$ cat src/rtl/rcsa_pkg.sv
package rcsa_pkg;

  localparam int RAW_W      = 10;
  localparam int VAL_W      = 16;
  localparam int TICK_W     = 16;
  localparam int PROD_W     = RAW_W + VAL_W;
  localparam int CNT_W      = $clog2(PROD_W);
  localparam int NUM_CH     = 4;
  localparam int CH_W       = $clog2(NUM_CH);
  localparam int ZONE_W     = 4;
  localparam int ARM_W      = 2;
  localparam int LVL_W      = 2;

  localparam int IN_TDATA_W  = ((NUM_CH * RAW_W + 7) / 8) * 8;
  localparam int OUT_FIELD_W = NUM_CH * VAL_W + 2 * ZONE_W + ARM_W + 1;
  localparam int OUT_TDATA_W = ((OUT_FIELD_W + 7) / 8) * 8;
  localparam int OUT_PAD_W   = OUT_TDATA_W - OUT_FIELD_W;
  localparam int OUT_LZ_LSB  = NUM_CH * VAL_W;
  localparam int OUT_RZ_LSB  = OUT_LZ_LSB + ZONE_W;
  localparam int OUT_ARM_LSB = OUT_RZ_LSB + ZONE_W;
  localparam int OUT_NOG_BIT = OUT_ARM_LSB + ARM_W;

  localparam int CFG_ADDR_W = 3;
  localparam int CFG_DATA_W = 16;

  localparam logic [CFG_ADDR_W-1:0] REG_OUT_MAX    = 3'd0;
  localparam logic [CFG_ADDR_W-1:0] REG_OUT_MIN    = 3'd1;
  localparam logic [CFG_ADDR_W-1:0] REG_RAW_MAX    = 3'd2;
  localparam logic [CFG_ADDR_W-1:0] REG_RAW_MIN    = 3'd3;
  localparam logic [CFG_ADDR_W-1:0] REG_HOLD_TICKS = 3'd4;
  localparam logic [CFG_ADDR_W-1:0] REG_CAL_MODE   = 3'd5;

  localparam logic [VAL_W-1:0]  OUT_MAX_RST    = 16'd1000;
  localparam logic [VAL_W-1:0]  OUT_MIN_RST    = 16'd0;
  localparam logic [RAW_W-1:0]  RAW_MAX_RST    = 10'd100;
  localparam logic [RAW_W-1:0]  RAW_MIN_RST    = 10'd50;
  localparam logic [TICK_W-1:0] HOLD_TICKS_RST = 16'd50;

  localparam logic [ZONE_W-1:0] ZONE_NONE       = 4'd0;
  localparam logic [ZONE_W-1:0] ZONE_BOT_LEFT   = 4'd7;
  localparam logic [ZONE_W-1:0] ZONE_BOT_RIGHT  = 4'd9;
  localparam logic [ZONE_W-1:0] ZONE_MAX        = 4'd9;

  localparam logic [ARM_W-1:0] ARM_LOCKED   = 2'd0;
  localparam logic [ARM_W-1:0] ARM_UNLOCKED = 2'd1;
  localparam logic [ARM_W-1:0] ARM_CAL      = 2'd2;

  localparam logic [LVL_W-1:0] LVL_LOW  = 2'd0;
  localparam logic [LVL_W-1:0] LVL_MID  = 2'd1;
  localparam logic [LVL_W-1:0] LVL_HIGH = 2'd2;

  localparam int DIV10_W     = RAW_W + 8;
  localparam int DIV10_SHIFT = 11;
  localparam logic [DIV10_W-1:0] DIV10_RECIP = DIV10_W'(205);

  typedef struct packed {
    logic             start;
    logic [RAW_W-1:0] raw;
    logic [VAL_W-1:0] out_max;
    logic [VAL_W-1:0] out_min;
    logic [RAW_W-1:0] raw_max;
    logic [RAW_W-1:0] raw_min;
  } scl_req_t;

  typedef struct packed {
    logic             done;
    logic [VAL_W-1:0] value;
  } scl_rsp_t;

  function automatic logic [RAW_W-1:0] div10(input logic [RAW_W-1:0] x);
    logic [DIV10_W-1:0] p;
    p = DIV10_W'(x) * DIV10_RECIP;
    div10 = RAW_W'(p >> DIV10_SHIFT);
  endfunction

  function automatic logic [LVL_W-1:0] level(input logic [RAW_W-1:0] raw,
                                             input logic [RAW_W:0]   lo_thr,
                                             input logic [RAW_W-1:0] hi_thr);
    if ({1'b0, raw} <= lo_thr) begin
      level = LVL_LOW;
    end else if (raw >= hi_thr) begin
      level = LVL_HIGH;
    end else begin
      level = LVL_MID;
    end
  endfunction

  function automatic logic [ZONE_W-1:0] zone_of(input logic [RAW_W-1:0] horiz,
                                                input logic [RAW_W-1:0] vert,
                                                input logic [RAW_W:0]   lo_thr,
                                                input logic [RAW_W-1:0] hi_thr);
    logic [LVL_W-1:0] col;
    logic [LVL_W-1:0] row;
    col = LVL_HIGH - level(horiz, lo_thr, hi_thr);
    row = LVL_HIGH - level(vert, lo_thr, hi_thr);
    if (horiz == '0) begin
      zone_of = ZONE_NONE;
    end else begin
      zone_of = ZONE_W'({row, 1'b0}) + ZONE_W'(row) + ZONE_W'(col) + ZONE_W'(1);
    end
  endfunction

endpackage

$ cat src/rtl/rcsa_scaler.sv
module rcsa_scaler (
  input  logic               clk,
  input  logic               rst_n,
  input  rcsa_pkg::scl_req_t req,
  output rcsa_pkg::scl_rsp_t rsp
);

  typedef enum logic [3:0] {
    SC_IDLE = 4'b0001,
    SC_MUL  = 4'b0010,
    SC_DIV  = 4'b0100,
    SC_FIN  = 4'b1000
  } scl_state_t;

  scl_state_t state_r, state_nxt;
  logic [rcsa_pkg::CNT_W-1:0]  cnt_r, cnt_nxt;
  logic [rcsa_pkg::RAW_W-1:0]  a_r, a_nxt;
  logic [rcsa_pkg::VAL_W-1:0]  d_r, d_nxt;
  logic [rcsa_pkg::RAW_W-1:0]  span_r, span_nxt;
  logic [rcsa_pkg::PROD_W-1:0] acc_r, acc_nxt;
  logic [rcsa_pkg::RAW_W-1:0]  rem_r, rem_nxt;
  logic [rcsa_pkg::VAL_W-1:0]  omin_r, omin_nxt;
  logic [rcsa_pkg::VAL_W-1:0]  omax_r, omax_nxt;
  logic [rcsa_pkg::VAL_W-1:0]  value_r, value_nxt;
  logic                        done_r, done_nxt;

  logic                        bypass;
  logic [rcsa_pkg::RAW_W:0]    rem_sh;
  logic                        q_bit;
  logic [rcsa_pkg::PROD_W:0]   sum;

  assign bypass = (req.raw_max <= req.raw_min) || (req.raw < req.raw_min) ||
                  (req.out_max < req.out_min);
  assign rem_sh = {rem_r, acc_r[rcsa_pkg::PROD_W-1]};
  assign q_bit  = rem_sh >= {1'b0, span_r};
  assign sum    = {1'b0, acc_r} + (rcsa_pkg::PROD_W+1)'(omin_r);

  always_comb begin
    state_nxt = state_r;
    cnt_nxt   = cnt_r;
    a_nxt     = a_r;
    d_nxt     = d_r;
    span_nxt  = span_r;
    acc_nxt   = acc_r;
    rem_nxt   = rem_r;
    omin_nxt  = omin_r;
    omax_nxt  = omax_r;
    value_nxt = value_r;
    done_nxt  = 1'b0;
    unique case (state_r)
      SC_IDLE: begin
        if (req.start) begin
          omin_nxt = req.out_min;
          omax_nxt = req.out_max;
          acc_nxt  = '0;
          rem_nxt  = '0;
          a_nxt    = req.raw - req.raw_min;
          d_nxt    = req.out_max - req.out_min;
          span_nxt = req.raw_max - req.raw_min;
          cnt_nxt  = rcsa_pkg::CNT_W'(rcsa_pkg::RAW_W - 1);
          state_nxt = bypass ? SC_FIN : SC_MUL;
        end
      end
      SC_MUL: begin
        acc_nxt = {acc_r[rcsa_pkg::PROD_W-2:0], 1'b0} +
                  (a_r[rcsa_pkg::RAW_W-1] ? rcsa_pkg::PROD_W'(d_r) : '0);
        a_nxt   = {a_r[rcsa_pkg::RAW_W-2:0], 1'b0};
        if (cnt_r == '0) begin
          cnt_nxt   = rcsa_pkg::CNT_W'(rcsa_pkg::PROD_W - 1);
          state_nxt = SC_DIV;
        end else begin
          cnt_nxt = cnt_r - 1'b1;
        end
      end
      SC_DIV: begin
        rem_nxt = q_bit ? rcsa_pkg::RAW_W'(rem_sh - {1'b0, span_r})
                        : rem_sh[rcsa_pkg::RAW_W-1:0];
        acc_nxt = {acc_r[rcsa_pkg::PROD_W-2:0], q_bit};
        if (cnt_r == '0) begin
          state_nxt = SC_FIN;
        end else begin
          cnt_nxt = cnt_r - 1'b1;
        end
      end
      SC_FIN: begin
        value_nxt = (sum > (rcsa_pkg::PROD_W+1)'(omax_r)) ? omax_r
                                                           : sum[rcsa_pkg::VAL_W-1:0];
        done_nxt  = 1'b1;
        state_nxt = SC_IDLE;
      end
      default: begin
        state_nxt = SC_IDLE;
      end
    endcase
  end

  always_ff @(posedge clk) begin
    if (!rst_n) begin
      state_r <= SC_IDLE;
      done_r  <= 1'b0;
    end else begin
      state_r <= state_nxt;
      done_r  <= done_nxt;
    end
  end

  always_ff @(posedge clk) begin
    cnt_r   <= cnt_nxt;
    a_r     <= a_nxt;
    d_r     <= d_nxt;
    span_r  <= span_nxt;
    acc_r   <= acc_nxt;
    rem_r   <= rem_nxt;
    omin_r  <= omin_nxt;
    omax_r  <= omax_nxt;
    value_r <= value_nxt;
  end

  assign rsp.done  = done_r;
  assign rsp.value = value_r;

endmodule

$ cat src/rtl/rc_stick_scale_and_arm_gesture.sv
// Stick scaler and arm gesture detector. Each input transaction carries four raw stick
// readings and yields one output transaction with the four scaled values, the grid cell of
// the left and the right stick, the arm state and a no-gesture flag. Scaling runs on one
// shared bit-serial unit, a shift-add multiply followed by a restoring divide, one bit per
// cycle, channel after channel; an item passes through all four channels in turn and then
// loads the output register. A channel whose raw range is degenerate, whose output range
// is reversed or whose reading lies below raw_min skips the multiply and divide and yields
// out_min, clamped to out_max. In calibration mode no scaling is done and the accepted
// item goes straight to the output register load. The next item is taken once the result
// has moved into the output register, even while that register still waits for out_tready.
module rc_stick_scale_and_arm_gesture (
  input  logic                                clk,
  input  logic                                rst_n,
  input  logic                                in_tvalid,
  output logic                                in_tready,
  // pitch_raw, throttle_raw, yaw_raw, roll_raw
  input  logic [rcsa_pkg::IN_TDATA_W-1:0]     in_tdata,
  output logic                                out_tvalid,
  input  logic                                out_tready,
  // pitch_scaled, throttle_scaled, yaw_scaled, roll_scaled, left_zone, right_zone,
  // arm_status, no_gesture, zero padding
  output logic [rcsa_pkg::OUT_TDATA_W-1:0]    out_tdata,
  input  logic                                cfg_we,
  input  logic [rcsa_pkg::CFG_ADDR_W-1:0]     cfg_addr,
  input  logic [rcsa_pkg::CFG_DATA_W-1:0]     cfg_wdata
);

  typedef enum logic [3:0] {
    ST_IDLE  = 4'b0001,
    ST_START = 4'b0010,
    ST_WAIT  = 4'b0100,
    ST_DONE  = 4'b1000
  } top_state_t;

  logic [rcsa_pkg::VAL_W-1:0]  out_max_r, out_min_r;
  logic [rcsa_pkg::RAW_W-1:0]  raw_max_r, raw_min_r;
  logic [rcsa_pkg::TICK_W-1:0] hold_ticks_r;
  logic                        cal_r;

  top_state_t state_r, state_nxt;
  logic [rcsa_pkg::CH_W-1:0]   ch_r, ch_nxt;
  logic [rcsa_pkg::RAW_W-1:0]  raw_r [rcsa_pkg::NUM_CH];
  logic [rcsa_pkg::RAW_W-1:0]  raw_nxt [rcsa_pkg::NUM_CH];
  logic [rcsa_pkg::VAL_W-1:0]  hold_r [rcsa_pkg::NUM_CH];
  logic [rcsa_pkg::VAL_W-1:0]  hold_nxt [rcsa_pkg::NUM_CH];
  logic [rcsa_pkg::ZONE_W-1:0] lz_r, lz_nxt, rz_r, rz_nxt;
  logic                        armed_r, armed_nxt;
  logic [rcsa_pkg::TICK_W-1:0] hcnt_r, hcnt_nxt;
  logic                        out_valid_r, out_valid_nxt;
  logic [rcsa_pkg::OUT_TDATA_W-1:0] out_data_r, out_data_nxt;

  logic                        in_acc;
  logic                        load;
  logic [rcsa_pkg::RAW_W-1:0]  rm10;
  logic [rcsa_pkg::RAW_W:0]    lo_thr;
  logic [rcsa_pkg::RAW_W-1:0]  hi_thr;
  logic [rcsa_pkg::TICK_W-1:0] hcnt_inc;
  logic                        gest_lock, gest_unlock, nog;
  logic [rcsa_pkg::ARM_W-1:0]  arm_code;

  rcsa_pkg::scl_req_t scl_req;
  rcsa_pkg::scl_rsp_t scl_rsp;

  rcsa_scaler u_scaler (
    .clk   (clk),
    .rst_n (rst_n),
    .req   (scl_req),
    .rsp   (scl_rsp)
  );

  assign in_tready  = (state_r == ST_IDLE);
  assign in_acc     = in_tvalid && in_tready;
  assign load       = (state_r == ST_DONE) && (!out_valid_r || out_tready);
  assign out_tvalid = out_valid_r;
  assign out_tdata  = out_data_r;

  assign rm10     = rcsa_pkg::div10(raw_max_r);
  assign lo_thr   = {1'b0, raw_min_r} + {1'b0, rm10};
  assign hi_thr   = raw_max_r - rm10;
  assign hcnt_inc = hcnt_r + 1'b1;

  assign gest_lock   = (lz_r == rcsa_pkg::ZONE_BOT_RIGHT) && (rz_r == rcsa_pkg::ZONE_BOT_LEFT);
  assign gest_unlock = (lz_r == rcsa_pkg::ZONE_BOT_LEFT) && (rz_r == rcsa_pkg::ZONE_BOT_RIGHT);
  assign nog         = !(gest_lock || gest_unlock);

  assign scl_req.start   = (state_r == ST_START);
  assign scl_req.raw     = raw_r[ch_r];
  assign scl_req.out_max = out_max_r;
  assign scl_req.out_min = out_min_r;
  assign scl_req.raw_max = raw_max_r;
  assign scl_req.raw_min = raw_min_r;

  always_comb begin
    state_nxt     = state_r;
    ch_nxt        = ch_r;
    raw_nxt       = raw_r;
    hold_nxt      = hold_r;
    lz_nxt        = lz_r;
    rz_nxt        = rz_r;
    armed_nxt     = armed_r;
    hcnt_nxt      = hcnt_r;
    out_valid_nxt = out_valid_r && !out_tready;
    out_data_nxt  = out_data_r;
    arm_code      = rcsa_pkg::ARM_LOCKED;
    unique case (state_r)
      ST_IDLE: begin
        if (in_acc) begin
          for (int i = 0; i < rcsa_pkg::NUM_CH; i++) begin
            raw_nxt[i] = in_tdata[i*rcsa_pkg::RAW_W +: rcsa_pkg::RAW_W];
          end
          lz_nxt    = rcsa_pkg::zone_of(raw_nxt[2], raw_nxt[1], lo_thr, hi_thr);
          rz_nxt    = rcsa_pkg::zone_of(raw_nxt[3], raw_nxt[0], lo_thr, hi_thr);
          ch_nxt    = '0;
          state_nxt = cal_r ? ST_DONE : ST_START;
        end
      end
      ST_START: begin
        state_nxt = ST_WAIT;
      end
      ST_WAIT: begin
        if (scl_rsp.done) begin
          hold_nxt[ch_r] = scl_rsp.value;
          if (ch_r == rcsa_pkg::CH_W'(rcsa_pkg::NUM_CH - 1)) begin
            state_nxt = ST_DONE;
          end else begin
            ch_nxt    = ch_r + 1'b1;
            state_nxt = ST_START;
          end
        end
      end
      ST_DONE: begin
        if (load) begin
          if (!nog) begin
            if (hcnt_inc == hold_ticks_r) begin
              hcnt_nxt = '0;
              if (!cal_r) begin
                armed_nxt = gest_unlock;
              end
            end else begin
              hcnt_nxt = hcnt_inc;
            end
          end else begin
            hcnt_nxt = '0;
          end
          if (cal_r) begin
            arm_code = rcsa_pkg::ARM_CAL;
          end else if (armed_nxt) begin
            arm_code = rcsa_pkg::ARM_UNLOCKED;
          end else begin
            arm_code = rcsa_pkg::ARM_LOCKED;
          end
          out_data_nxt  = {{rcsa_pkg::OUT_PAD_W{1'b0}}, nog, arm_code, rz_r, lz_r,
                           hold_r[3], hold_r[2], hold_r[1], hold_r[0]};
          out_valid_nxt = 1'b1;
          state_nxt     = ST_IDLE;
        end
      end
      default: begin
        state_nxt = ST_IDLE;
      end
    endcase
  end

  always_ff @(posedge clk) begin
    if (!rst_n) begin
      state_r     <= ST_IDLE;
      ch_r        <= '0;
      armed_r     <= 1'b0;
      hcnt_r      <= '0;
      out_valid_r <= 1'b0;
      for (int i = 0; i < rcsa_pkg::NUM_CH; i++) begin
        hold_r[i] <= '0;
      end
    end else begin
      state_r     <= state_nxt;
      ch_r        <= ch_nxt;
      armed_r     <= armed_nxt;
      hcnt_r      <= hcnt_nxt;
      out_valid_r <= out_valid_nxt;
      hold_r      <= hold_nxt;
    end
  end

  always_ff @(posedge clk) begin
    raw_r      <= raw_nxt;
    lz_r       <= lz_nxt;
    rz_r       <= rz_nxt;
    out_data_r <= out_data_nxt;
  end

  always_ff @(posedge clk) begin
    if (!rst_n) begin
      out_max_r    <= rcsa_pkg::OUT_MAX_RST;
      out_min_r    <= rcsa_pkg::OUT_MIN_RST;
      raw_max_r    <= rcsa_pkg::RAW_MAX_RST;
      raw_min_r    <= rcsa_pkg::RAW_MIN_RST;
      hold_ticks_r <= rcsa_pkg::HOLD_TICKS_RST;
      cal_r        <= 1'b0;
    end else if (cfg_we) begin
      unique case (cfg_addr)
        rcsa_pkg::REG_OUT_MAX:    out_max_r    <= cfg_wdata[rcsa_pkg::VAL_W-1:0];
        rcsa_pkg::REG_OUT_MIN:    out_min_r    <= cfg_wdata[rcsa_pkg::VAL_W-1:0];
        rcsa_pkg::REG_RAW_MAX:    raw_max_r    <= cfg_wdata[rcsa_pkg::RAW_W-1:0];
        rcsa_pkg::REG_RAW_MIN:    raw_min_r    <= cfg_wdata[rcsa_pkg::RAW_W-1:0];
        rcsa_pkg::REG_HOLD_TICKS: hold_ticks_r <= cfg_wdata[rcsa_pkg::TICK_W-1:0];
        rcsa_pkg::REG_CAL_MODE:   cal_r        <= cfg_wdata[0];
        default: begin
        end
      endcase
    end
  end

endmodule

$ cat config.mk
export PLATFORM = sky130hd
export DESIGN_NAME = rc_stick_scale_and_arm_gesture
export DESIGN_NICKNAME = d
export VERILOG_FILES = /design/src/rtl/rcsa_pkg.sv /design/src/rtl/rcsa_scaler.sv /design/src/rtl/rc_stick_scale_and_arm_gesture.sv
export SDC_FILE = /design/constraint.sdc
export NUM_CORES = 1
export LEC_CHECK = 0
export ABC_AREA = 1
export BUFFER_PORTS_ARGS = -buffer_cell sky130_fd_sc_hd__buf_2
export CAP_MARGIN = 20
export CELL_PAD_IN_SITES_DETAIL_PLACEMENT = 1
export CELL_PAD_IN_SITES_GLOBAL_PLACEMENT = 1
export CORE_ASPECT_RATIO = 1.5
export CORE_UTILIZATION = 47
export DETAILED_ROUTE_END_ITERATION = 12
export HOLD_SLACK_MARGIN = 0.1
export PLACE_DENSITY_LB_ADDON = 0.1
export SLEW_MARGIN = 5
export SYNTH_ARGS = -nofsm -noshare
export SYNTH_HDL_FRONTEND = slang
export SYNTH_SLANG_ARGS = --single-unit
$ cat constraint.sdc
create_clock -name clk -period 9.25 [get_ports clk]
set_clock_uncertainty 0.05 [all_clocks]
set_input_delay 0 -clock clk [delete_from_list [all_inputs] [get_ports clk]]
set_output_delay 0 -clock clk [all_outputs]
set_load 0.05 [all_outputs]
# Word level (Yosys, flattened, before mapping)
# Cells that the tools add are included.
[word_totals]
regBits = 410
in_bits = 64
out_inout_bits = 82
elab_cells = 198
[op_classes]
add_sub_neg = 21
n_mul = 1
n_lt_le_gt_ge = 15
n_eq_ne = 27
mux = 61
bitwise_logic = 1
n_reduce_logical = 38
[op_table]
columns = ["cell", "n"]
rows = [
  ["$mux W16", 5],
  ["$pmux W26 S3", 1],
  ["$bwmux W64", 1],
  ["$mux W10", 5],
  ["$le A10 B11 Y1", 4],
  ["$ge A10 B10 Y1", 4],
  ["$pmux W10 S2", 2],
  ["$mux W2", 19],
  ["$mux W4", 9],
  ["$demux W16 S2", 1],
  ["$sub A10 B10 Y10", 3],
  ["$add A26 B16 Y27", 1],
  ["$gt A27 B16 Y1", 1],
  ["$add A26 B26 Y26", 1],
  ["$mux W26", 1],
  ["$reduce_and A2 Y1", 13],
  ["$bmux W10 S2", 1],
  ["$logic_not A10 Y1", 2],
  ["$mul A10 B8 Y18 const B", 1],
  ["$add A16 B1 Y16 const B", 1],
  ["$eq A16 B16 Y1", 1],
  ["$eq A4 B3 Y1 const B", 4],
  ["$eq A4 B4 Y1 const B", 4],
  ["$lt A16 B16 Y1", 1],
  ["other kinds (38)", 78],
]

# Longest topological paths before layout
# Gate-level depths: netlist of run 1.
[logic_depth]
depth_word = 11
ltp_mapped = 42
depth_no_buf = 42

# Cells and area by module
# Synthesis of run 1 repeated with hierarchy kept, for this count alone.
[unflattened]
cells_unflattened = 3060
hier_area_um2 = 24951.4
[by_module_without_submodules]
columns = ["module", "n_inst", "cells_each", "area_per_inst_um2", "seq_area_each_um2"]
rows = [
  ["rc_stick_scale_and_arm_gesture", 1, 1792, 14884.3, 6836.6],
  ["rcsa_scaler", 1, 1268, 10067.2, 3853.7],
]

# Worst setup path after synthesis of run 1
# OpenSTA, ideal clock, no wires.
[synth_path]
kind = "reg-to-reg"
startpoint = "register raw_max_r[7] (netlist name)"
endpoint = "register lz_r[2] (netlist name) (data pin)"
setup_ns = 0.267
arrival_time_ns = 6.701
t_required_ns = 8.933
slack_ns = 2.232
path_stages_with_launch = 37
path_buffers = 0
period_less_slack_ns = 7.018
cell_sequence = "dfxtp_1 inv_1 ha_1 inv_1 fa_1 inv_1 fa_1 inv_1 fa_1 inv_1 ha_1 nand4_1 o221ai_1 a21o_1 xor2_1 inv_1 ha_1 nand3b_1 nand2_1 a31oi_1 xor2_1 ha_1 nand2_1 nor2_1 nor2_1 nand3_1 maj3_1 o21ai_0 a31oi_1 nor2_1 nand2_1 ha_1 inv_1 ha_1 fa_1 inv_1 nor2_1"
[synth_via]
elab_chain_len = 11
elab_cells_between_ends = 20
cone_classes = "add/sub (7); mul (1); order compare (4); mux (8)"
[synth_lines]
columns = ["item", "line_no", "rtl"]
rows = [
  ["from (decl)", "rc_stick_scale_and_arm_gesture.sv:36", "logic [rcsa_pkg::RAW_W-1:0] raw_max_r, raw_min_r;"],
  ["from (signal assigned)", "rc_stick_scale_and_arm_gesture.sv:195", "raw_max_r <= rcsa_pkg::RAW_MAX_RST;"],
  ["from (signal assigned)", "rc_stick_scale_and_arm_gesture.sv:203", "rcsa_pkg::REG_RAW_MAX: raw_max_r <= cfg_wdata[rcsa_pkg::RAW_W-1:0];"],
  ["$mul A10 B8 Y18", "rcsa_pkg.sv:72", "p = DIV10_W'(x) * DIV10_RECIP;"],
  ["$sub A10 B7 Y10", "rc_stick_scale_and_arm_gesture.sv:79", "assign hi_thr = raw_max_r - rm10;"],
  ["$ge A10 B10 Y1", "rcsa_pkg.sv:81", "end else if (raw >= hi_thr) begin"],
  ["$mux W2", "rcsa_pkg.sv:81", ""],
  ["$mux W2", "rcsa_pkg.sv:79", "if ({1'b0, raw} <= lo_thr) begin"],
  ["$mux W2", "rc_stick_scale_and_arm_gesture.sv:107", "if (in_acc) begin"],
  ["$mux W2", "rc_stick_scale_and_arm_gesture.sv:105", "unique case (state_r)"],
  ["$sub A2 B2 Y2", "rcsa_pkg.sv:95", "row = LVL_HIGH - level(vert, lo_thr, hi_thr);"],
  ["$add A3 B2 Y4", "rcsa_pkg.sv:99", "zone_of = ZONE_W'({row, 1'b0}) + ZONE_W'(row) + ZONE_W'(col) + ZONE_W'(1);"],
  ["$add A4 B2 Y4 (*)", "rcsa_pkg.sv:99", ""],
  ["$add A4 B1 Y4 (*)", "rcsa_pkg.sv:99", ""],
  ["to (signal assigned)", "rc_stick_scale_and_arm_gesture.sv:186", "lz_r <= lz_nxt;"],
  ["to (decl)", "rc_stick_scale_and_arm_gesture.sv:46", "logic [rcsa_pkg::ZONE_W-1:0] lz_r, lz_nxt, rz_r, rz_nxt;"],
]
# Every way passes the cells marked *; elsewhere a longest branch is shown, timed or not. The select of a mux whose other input is x is not followed.
# A chain may end at the register's enable or synchronous reset.

# Worst setup path after layout of run 1
# Same ends and word-level chain as after synthesis.

==> results.toml, run 1 <==
[cts]
clk_pin_slew_ns = 0.07
cts.sinks = 410
cts-hold-fix-buffers = 77
clock_latency_ns = 0.58
post-cts-setup-buffers = 0
htreeDepth = 2
clockRootBuffer = "clkbuf_16"
cts_buffer_depth = 3
cts_tree = "yes"
cts_buffers = 42
post_cts_resized = 0

[logic_synthesis]
ys_seq_area_share_pct = 44.3
synth.distinct_cells = 66
synth_edf_count = 248
synth_area_leader_cell = "edfxtp_1"
synth_top_cell_area_share_pct = 30.8
ys_top_cells_by_area = "edfxtp_1 (31%), dfxtp_1 (13%), ha_1 (11%)"
syn_area_um2 = 24100
ys_async_sr_fraction_pct = 0
ys_seq_elements = 410
yosys_most_used_dff = "edfxtp_1"
syn_avg_cell_area_um2 = 8.48
ys.warnings.count = 0
synth_cells = 2848

[place]
placed_area_um2 = 25500
dp_hpwl_um = 58700
numPortBuffers = 140
placedCellCount = 3595
gp_congestion = 0.924

[critical_path]
slowest_stage = "xor2_1"
r2r-end = "lz_r[2]"
worst-path-buf-inv = 8
cp.depth = 36
end_kind = "flop"
crit_arrival_ns = 8.65
rr_worst_depth = 36
max_stage_delay_ns = 0.64
path_delay_family = "adder cells"
crit_top_cell = "inv_1"
rrSetupSlack_ns = 0.85
crit_path_max_fanout = 7
crit_required_ns = 9.50
startpoint_type = "flop"
r2r_start = "raw_max_r[7]"
crit_type = "flop to flop"

[drt]
dr.pass1.iters = 5
drcViolationCount = 0
via_count = 20631
wl_per_cell_um = 20.5
vias_per_cell = 5.50
routed_wl_um = 76900
postRouteAntennaNets = 0
first_iter_violations = 970

[layout]
diodes = 0
syn_to_final_growth_pct = 14.4
finalNonFillerCells = 3750
seq_area_um2 = 10700
multi_input_area_um2 = 11900
stdcell_area_um2 = 27600
drive_gt1_share_pct = 8.54
nFillCells = 6033
layout_common_cells = "nand2_1 (614), inv_1 (348), a21oi_1 (254)"
final_common_cell = "nand2_1"
finalNetCount = 3351

[die]
dieArea_um2 = 52300
die_y_um = 280
boundaryPins = 146
start_util_pct = 47.7
die_x_um = 187
coreArea_um2 = 50700
placementRows = 101

[sta]
rsz0062_at_grt = "false"
clock.fmax_ghz = 0.119
fin_crit_sh_pct = 90.8
max_slew_margin_pct = 28.4
max_slew.worst_pin.slew_ns = 1.07
hold_viol = 0
setup_viol = 0
maxSlewViolCount = 0
period_needed_ns = 8.40
setup-tns-final_ns = 0

[worst_hold_path]
worstHoldPathCells = 2
hold_path_startpoint = "in_tdata[5]"
hp-class = "primary input to flop"
hold_end = "raw_r[35]"

[grt]
grt-ovfl-total = 0
grt_max_degree = 88
grt_pass1_wl_um = 121000
grt_pass1_vias = 22511
antenna_found_initial = 0
grt_usage_pct = 29.6

[job]
max_cap_violations = 0

[power]
max-vdd-ir-drop_mv = 0.402
finalPower_mw = 7.13
p_per_area_nw_per_um2 = 258
leakage_nw = 11.9

[run_status]
status = "finished, final reports clean"
## metrics by stage
stage / util, % / hold slack (ns) / setup WS (ns)
finish: 54.5 / 0.130 / 0.850
global route: 54.5 / 0.152 / 0.381
CTS: 54.5 / 0.117 / 0.841
detailed placement: 50.3 / 0.146 / 0.835
global placement: 50.3 / 0.146 / 1.12
floorplan: - / 0.0489 / 2.23
## kinds of logic (layout without fill, tap and decap cells)
kind of cell	Yosys count	count (layout)	synth area share (%)
adders and majority gates	241	241	13.3
and+or+nand+nor	1155	1155	20.6
AOI/OAI and AO/OA	520	520	11.7
buffers and inverters	431	660	6.84
other	1	5	0.0155
DFF	410	410	44.3
xor gates and xnor gates	90	90	3.33
## metal layers
layer | vias to the layer above | part of all wire, % | global-route usage [%]
met5 | - | 0 | 0
met4 | 0 | 6.3 | 17.6
met3 | 200 | 2.8 | 2.82
met2 | 439 | 55 | 59.2
met1 | 9988 | 36 | 29.1
li1 | 10004 | - | -
## Yosys cell counts, drive strengths merged, types with 9 or more instances
master	instances
nand2	624
inv	353
a21oi	256
edfxtp	248
nor2	228
ha	214
nand3	203
o21ai	181
dfxtp	162
clkbuf	64
xor2	59
nand4	36
xnor2	30
fa	26
nor3	18
nand3b	14
buf	13
o22ai	13
or2	13
a31oi	9
nor4	9
## sequential cells by signal, summed over array words and instances (netlist names), 26 cells and up
signal / count
out_tdata: 75
u_scaler.acc_r: 26
raw_r: 40
hold_r: 64
## area by class of cell
class,instances,area share [%]
inverters,354,4.81
multi-input cells,2011,42.9
repair buffers,228,5.63
well taps,669,3.03
clock inverters,16,0.480
flip-flops and latches,410,38.7
clock buffers,62,4.43
## how the worst max path moves through the flow
stage	start	to	slack (ns)
final	raw_max_r[7]	lz_r[2]	0.85
after global placement	raw_max_r[7]	lz_r[2]	1.12
after global routing	raw_max_r[7]	lz_r[2]	0.38
after floorplan	raw_max_r[7]	lz_r[2]	2.23
after CTS	raw_max_r[7]	lz_r[2]	0.84
after detailed placement	raw_max_r[7]	lz_r[2]	0.84
## report_power, final
group	switching, mW	internal (mW)	total, mW	leakage, nW
registers	0.170	2.24	2.41	3.60
logic	2.06	0.971	3.03	7.67
clock network	0.760	0.934	1.69	0.671
Note: power is estimated with default switching activity, not from simulation.
==> run 2, diff against run 1 <==
Settings changed: GPL_TIMING_DRIVEN from default to 0, REMOVE_ABC_BUFFERS from default to 1.
==> results.toml, run 2 (same netlist as run 1, synthesis figures left out) <==
[run_status]
status = "finished, final reports clean"

[cts]
cts.sinks = 410
clk_pin_slew_ns = 0.07
cts_tree = "yes"
htreeDepth = 2
cts_buffer_depth = 3
clock_latency_ns = 0.57
clockRootBuffer = "clkbuf_16"
cts_buffers = 42

[critical_path]
crit_required_ns = 9.50
crit_start = "raw_max_r[8]"
rr_worst_depth = 36
end_kind = "flop"
crit_top_cell = "inv_1"
slowest_stage = "xor2_1"
max_stage_delay_ns = 0.71
startpoint_type = "flop"
crit_type = "flop to flop"
crit_path_max_fanout = 7
crit_arrival_ns = 9.14
r2r_start = "raw_max_r[8]"

[drt]
first_iter_violations = 995
drcViolationCount = 0
via_count = 20846
postRouteAntennaNets = 0
wl_per_cell_um = 20.5
vias_per_cell = 5.57
dr.pass1.iters = 5
routed_wl_um = 76900

[sta]
setup_viol = 0
hold_viol = 0
maxSlewViolCount = 0
max_slew.worst_pin.slew_ns = 1.09
period_needed_ns = 8.89
max_slew_margin_pct = 26.9
clock.fmax_ghz = 0.113
rsz0062_at_grt = "false"
fin_crit_sh_pct = 96.1
setup_slack_ns = 0.363
setup-tns-final_ns = 0

[die]
coreArea_um2 = 50700
placementRows = 101
start_util_pct = 47.7
dieArea_um2 = 52300
die_y_um = 280
die_x_um = 187
boundaryPins = 146

[layout]
layout_common_cells = "nand2_1 (614), inv_1 (347), a21oi_1 (254)"
largest_reg_flops = 75
drive_gt1_share_pct = 8.68
finalNetCount = 3345
nFillCells = 5976
syn_to_final_growth_pct = 15.0
final_common_cell = "nand2_1"

[grt]
antenna_found_initial = 1
grt_usage_pct = 29.3
grt_max_degree = 77
grt-ovfl-total = 0
grt_pass1_wl_um = 119000
grt_pass1_vias = 22413

[power]
max-vdd-ir-drop_mv = 0.216
finalPower_mw = 7.19
combPwrFrac_pct = 42.0
leakage_nw = 12.0
share_seq_of_total_power_pct = 33.3
p_int_mw = 4.23
p_sw_mw = 2.96
p_per_area_nw_per_um2 = 259
clkPwrFrac_pct = 24.7
swShare_pct = 41.1

[place]
numPortBuffers = 140
dp_hpwl_um = 58700
gp_congestion = 0.934
dp_slack_ns = 0.462

[job]
max_cap_violations = 0

[worst_hold_path]
hold_path_startpoint = "in_tdata[5]"
worstHoldPathCells = 2
hp-class = "primary input to flop"
-- run 2: cell types whose count changed in the layout (fill, tap and decap cells not counted), sizes merged --
cell	previous run	this run
dlygate4sd3	77	73
clkbuf	62	51
clkinv	12	14
bufinv	0	5
clkinvlp	0	6
diode	0	1
buf	151	149
inv	358	356
-- run 2: timing repair --
item | CTS | global route
gates resized for setup | 0 | 0
hold endpoints to repair | 150 | 0
setup buffers | 0 | 0
hold buffers | 73 | 0
-- run 2: cell type report --
type / instances / area, um2 / area share (%)
multi-input cells: 2011 / 11900 / 42.7
flip-flops and latches: 410 / 10700 / 38.5
repair buffers: 222 / 1620 / 5.85
inverters: 354 / 1330 / 4.80
clock buffers: 51 / 1110 / 4.01
well taps: 669 / 837 / 3.01
clock inverters: 27 / 318 / 1.14
diodes: 1 / 2.50 / 0.00901
-- run 2: power groups by stage --
| stage | clock network [mW] | registers, mW | logic (mW) |
|---|---|---|---|
| after floorplan | 0 | 2.43 | 1.95 |
| after global placement | 0 | 2.44 | 2.73 |
| after detailed placement | 0 | 2.43 | 2.92 |
| after CTS | 1.80 | 2.40 | 2.97 |
| after global routing | 1.86 | 2.42 | 3.34 |
| final | 1.77 | 2.40 | 3.02 |
-- run 2: layer usage --
metal,up-vias,global-route usage (%),part of all wire [%],wire length [um]
li1,9984,-,-,-
met5,-,0,0,0
met4,0,18.4,6.7,5180
met1,10157,29.5,36,28000
met2,469,57.4,54,41500
met3,236,2.62,2.9,2220
-- run 2: worst paths after layout --
kind | slack [ns] | to
setup / recovery | 0.36 | lz_r[2]
hold / removal | 0.12 | raw_r[35]
setup reg to reg | 0.36 | lz_r[2]
hold reg to reg | 0.38 | out_tdata[59]
-- run 2: critical path: cells and delay by family (launching register included) --
family          cells  cell delay [ns]
flops               1             0.63
simple gates        9             0.87
xor+xnor            2             1.12
fa+ha+maj          11             4.08
buf+inv             8             0.70
compound gates      6             1.18
-- run 2: stage by stage --
step	cells	util [%]	instance area (um2)	hold slack, ns
floorplan	2775	-	23800	0.0200
global placement	3584	50.1	25400	0.161
detailed placement	3593	50.5	25600	0.156
CTS	3744	54.8	27800	0.111
global route	3745	54.8	27800	0.123
finish	3745	54.8	27800	0.123
